[src/sv/skvm_pkg.sv]
// ----------------------------------------------------------------------------
// skvm_pkg: shared types and codes of the sorted key/value map
// Word layouts, command and status codes, and storage entry format.
// ----------------------------------------------------------------------------
package skvm_pkg;

  localparam int CMD_W        = 3;
  localparam int KEY_W        = 32;
  localparam int VAL_W        = 32;
  localparam int ST_W         = 4;
  localparam int CNT_W        = 7;
  localparam int CAPACITY_DEF = 64;

  // command codes
  localparam logic [CMD_W-1:0] CMD_INSERT = 3'd0;
  localparam logic [CMD_W-1:0] CMD_FIND   = 3'd1;
  localparam logic [CMD_W-1:0] CMD_REMOVE = 3'd2;
  localparam logic [CMD_W-1:0] CMD_CLEAR  = 3'd3;
  localparam logic [CMD_W-1:0] CMD_DUMP   = 3'd4;

  // status codes
  localparam logic [ST_W-1:0] ST_INSERTED = 4'd0;
  localparam logic [ST_W-1:0] ST_UPDATED  = 4'd1;
  localparam logic [ST_W-1:0] ST_FOUND    = 4'd2;
  localparam logic [ST_W-1:0] ST_MISSING  = 4'd3;
  localparam logic [ST_W-1:0] ST_REMOVED  = 4'd4;
  localparam logic [ST_W-1:0] ST_FULL     = 4'd5;
  localparam logic [ST_W-1:0] ST_CLEARED  = 4'd6;
  localparam logic [ST_W-1:0] ST_DUMP     = 4'd7;
  localparam logic [ST_W-1:0] ST_EMPTY    = 4'd8;

  typedef struct packed {
    logic [CMD_W-1:0] cmd;
    logic [KEY_W-1:0] key;
    logic [VAL_W-1:0] value;
  } req_t;

  typedef struct packed {
    logic [ST_W-1:0]  status;
    logic [KEY_W-1:0] out_key;
    logic [VAL_W-1:0] out_value;
    logic [CNT_W-1:0] entry_count;
    logic             last;
  } rsp_t;

  typedef struct packed {
    logic [KEY_W-1:0] key;
    logic [VAL_W-1:0] value;
  } entry_t;

endpackage

[src/sv/skvm_outreg.sv]
// ----------------------------------------------------------------------------
// skvm_outreg: result word register
// Holds one result word until the consumer takes it.
// ----------------------------------------------------------------------------
module skvm_outreg (
  input  logic           clk,
  input  logic           rst,
  input  logic           load,
  input  skvm_pkg::rsp_t din,
  output logic           free,
  output logic           valid,
  input  logic           ready,
  output skvm_pkg::rsp_t dout
);
  import skvm_pkg::*;

  assign free = !valid || ready;

  always_ff @(posedge clk) begin
    if (rst) begin
      valid <= 1'b0;
    end else if (load) begin
      valid <= 1'b1;
    end else if (ready) begin
      valid <= 1'b0;
    end
  end

  always_ff @(posedge clk) begin
    if (load) begin
      dout <= din;
    end
  end

`ifndef SYNTHESIS
  a_load_free: assert property (@(posedge clk) disable iff (rst) load |-> free)
    else $error("result loaded over a word not yet taken");
  a_load_shows: assert property (@(posedge clk) disable iff (rst) load |=> valid)
    else $error("loaded result word not presented");
  a_drop_taken: assert property (@(posedge clk) disable iff (rst)
    (valid && !ready && !load) |=> valid)
    else $error("result word dropped before being taken");
`endif

endmodule

[config.mk]
export PLATFORM = sky130hd
export DESIGN_NAME = skvm_outreg
export DESIGN_NICKNAME = d
export VERILOG_FILES = /design/src/sv/skvm_pkg.sv /design/src/sv/skvm_outreg.sv
export SDC_FILE = /design/constraint.sdc
export NUM_CORES = 1
export LEC_CHECK = 0
export BUFFER_PORTS_ARGS = -buffer_cell sky130_fd_sc_hd__buf_2
export CORE_ASPECT_RATIO = 1.25
export CORE_UTILIZATION = 40
export CTS_CLUSTER_DIAMETER = 120
export DETAILED_ROUTE_END_ITERATION = 10
export PLACE_DENSITY_LB_ADDON = 0.15
export SYNTH_ARGS = -nofsm -noshare
export SYNTH_HDL_FRONTEND = slang
export SYNTH_SLANG_ARGS = --single-unit
[constraint.sdc]
create_clock -name clk -period 0.8 [get_ports clk]
set_input_delay 0.16 -clock clk [delete_from_list [all_inputs] [get_ports clk]]
set_output_delay 0.16 -clock clk [all_outputs]
set_load 0.02 [all_outputs]
==> impl_metrics.json <==
{
  "violations": "negative setup slack",
  "grt_pass1_wl_um": 8360,
  "min_period_ns": 1.07,
  "vias": 1740,
  "avgSynthCellArea_um2": 29.1,
  "grt_pass1_vias": 1821,
  "crit_path_start_kind": "flip-flop",
  "path_delay_family": "flip-flops",
  "finalNetCount": 409,
  "hold_depth": 1,
  "coreArea_mm2": 0.00552,
  "clkPwrFrac": 0.318,
  "initial_utilization": 0.422,
  "clock_skew_ns": 0,
  "seq_area_frac_synth": 0.989,
  "final-setup-viol-count": 78,
  "holdPathEnd": "dout[19]$_DFFE_PP_",
  "hold_viol_final": 0,
  "critPathBufInv": 1,
  "htree_levels": 3,
  "worst_hold_slack_ns": 0.0271,
  "diodes": 0,
  "internal_power_mw": 7.37,
  "core.rowCount": 30,
  "seqPwrFrac": 0.517,
  "ant_nets": 0,
  "cp_slowest_cell": "edfxtp_1",
  "syn-num-nets": 160,
  "reg2reg_slack_ns": 0.18,
  "track_usage": 0.188,
  "min-delay-start": "din[19]",
  "fin_setup_tns_ns": -17.48,
  "slew_headroom": 0.898,
  "netlist_instances": 80,
  "die_y_um": 87.3,
  "io_pins": 158,
  "dp_slack_ns": -0.0264,
  "critPathKind": "flip-flop to primary output",
  "synth-seq-cells": 77,
  "viasPerCell": 4.37,
  "run_status": "complete, but fails checks",
  "report.final.slew_viol_count": 0,
  "drv_cap": 0,
  "critPathArrivalTime_ns": 0.91,
  "worstReg2RegStart": "valid$_SDFFE_PP0P_",
  "cts_max_path_buffers": 2,
  "hp-class": "primary input to flip-flop",
  "wire_per_inst_um": 15.2,
  "multiInputGateArea_um2": 22.5,
  "rsz0062_at_grt": "yes",
  "p_total_mw": 9.50,
  "reg2reg_depth": 2,
  "synth_cell_types": 5,
  "drive_above_1_share": 0.533,
  "drcViolationCount": 0,
  "grt_max_degree": 29,
  "clk_latency_ns": 0.33,
  "drt-pass1-iter-count": 4,
  "gp_congestion": 0.656,
  "peakVddDrop_mv": 1.41,
  "dp.cells": 306,
  "switching_share": 0.225,
  "die_width_um": 70.2,
  "syn_to_final_growth_pct": 96.0,
  "combPwrFrac": 0.165,
  "worst_pin_slew_ns": 0.153,
  "nFillCells": 290,
  "regArea_mm2": 0.00230,
  "fin_cells": 398,
  "final_common_cell": "buf_2",
  "port_buffers": 157,
  "endpoint_kind": "primary output",
  "cts_tree": "built",
  "r2r-end": "valid$_SDFFE_PP0P_",
  "period_share": 1.33,
  "p_leak_nw": 1.96,
  "cts_made_buffers": 9,
  "fmax_mhz": 937,
  "max_stage_delay_ns": 0.42,
  "fin_ws_ns": -0.268,
  "yosysWarnings": 0,
  "die_area_mm2": 0.00613,
  "antenna_found_initial": 0,
  "p_switching_mw": 2.13,
  "power_density_mw_per_mm2": 2080,
  "totalWireLength_um": 6070,
  "clk_pin_slew_ns": 0.07,
  "crit_required_ns": 0.64,
  "cts-root-buf": "clkbuf_8",
  "worstPathMaxFanout": 1,
  "syn_area_mm2": 0.00233,
  "grt_overflow": 0,
  "mostFrequentLayoutCells": "102 x buf_2, 76 x edfxtp_1, 76 x dlygate4sd3_1",
  "drt_iter0_drc": 84,
  "crit_chain": "buf_6",
  "cts.sinks": 77
}
## sequential cells by signal, summed over array words and instances, names as in the netlist
| signal | count |
|---|---|
| dout | 76 |
| valid | 1 |
## cells in the mapped netlist
master | count | area share
dfxtp_1 | 1 | 0.0086
nand2b_4 | 1 | 0.0059
inv_1 | 1 | 0.0016
a21oi_2 | 1 | 0.0038
edfxtp_1 | 76 | 0.98
## power groups by stage
stage               Clock [mW]  Sequential, mW  Combinational, mW
finish                    3.02            4.91               1.57
global route              3.22            4.94               1.64
CTS                       3.08            4.87               1.38
detailed placement           0            4.94               1.03
global placement             0            4.93               1.02
floorplan                    0            5.38             0.0121
## what timing repair did
item,4_1_cts,5_1_grt
setup endpoints to repair,78,78
hold buffers,75,1
buffers inserted,0,0
hold endpoints to repair,75,1
gates resized for setup,33,77
## per-stage QoR
stage	area [µm²]	util
floorplan	2330	-
global placement	3260	0.591
detailed placement	3260	0.591
CTS	4320	0.782
global route	4560	0.827
finish	4560	0.827
## cell type report
class                           count  share of cell area
Timing Repair Buffer              238               0.427
Multi-Input combinational cell      2             0.00493
Clock inverter                      6              0.0170
Inverter                            1            0.000822
Sequential cell                    77               0.505
Clock buffer                       10              0.0280
Tap cell                           64              0.0175
## layer usage
metal,share of wire,vias to the layer above,track usage
met2,0.56,98,0.332
met1,0.35,806,0.192
li1,-,822,-
met5,0,-,0
met4,0.018,0,0.100
met3,0.080,14,0.0683
## worst max path at each step
stage | start | end | slack [ns] | cells past startpoint
finish | dout[70]$_DFFE_PP_ | dout[70] | -0.27 | 1
floorplan | valid$_SDFFE_PP0P_ | valid$_SDFFE_PP0P_ | 0.03 | 2
CTS | dout[21]$_DFFE_PP_ | dout[21] | -0.27 | 1
detailed placement | load | dout[9]$_DFFE_PP_ | -0.03 | 2
global placement | load | dout[9]$_DFFE_PP_ | -0.02 | 2
global route | dout[70]$_DFFE_PP_ | dout[70] | -0.31 | 1
## cell families after synthesis
group / count (synthesis) / synth area share
flops: 77 / 0.989
compound gates: 1 / 0.00376
simple gates: 1 / 0.00591
buf+inv: 1 / 0.00161
## worst register-to-register path, stage by stage, from the launching register on
cell      delay [ns]
dfxtp_2         0.37
nand2b_4        0.07
a21oi_2         0.12
No activity file was read; power rests on OpenSTA's default activity.
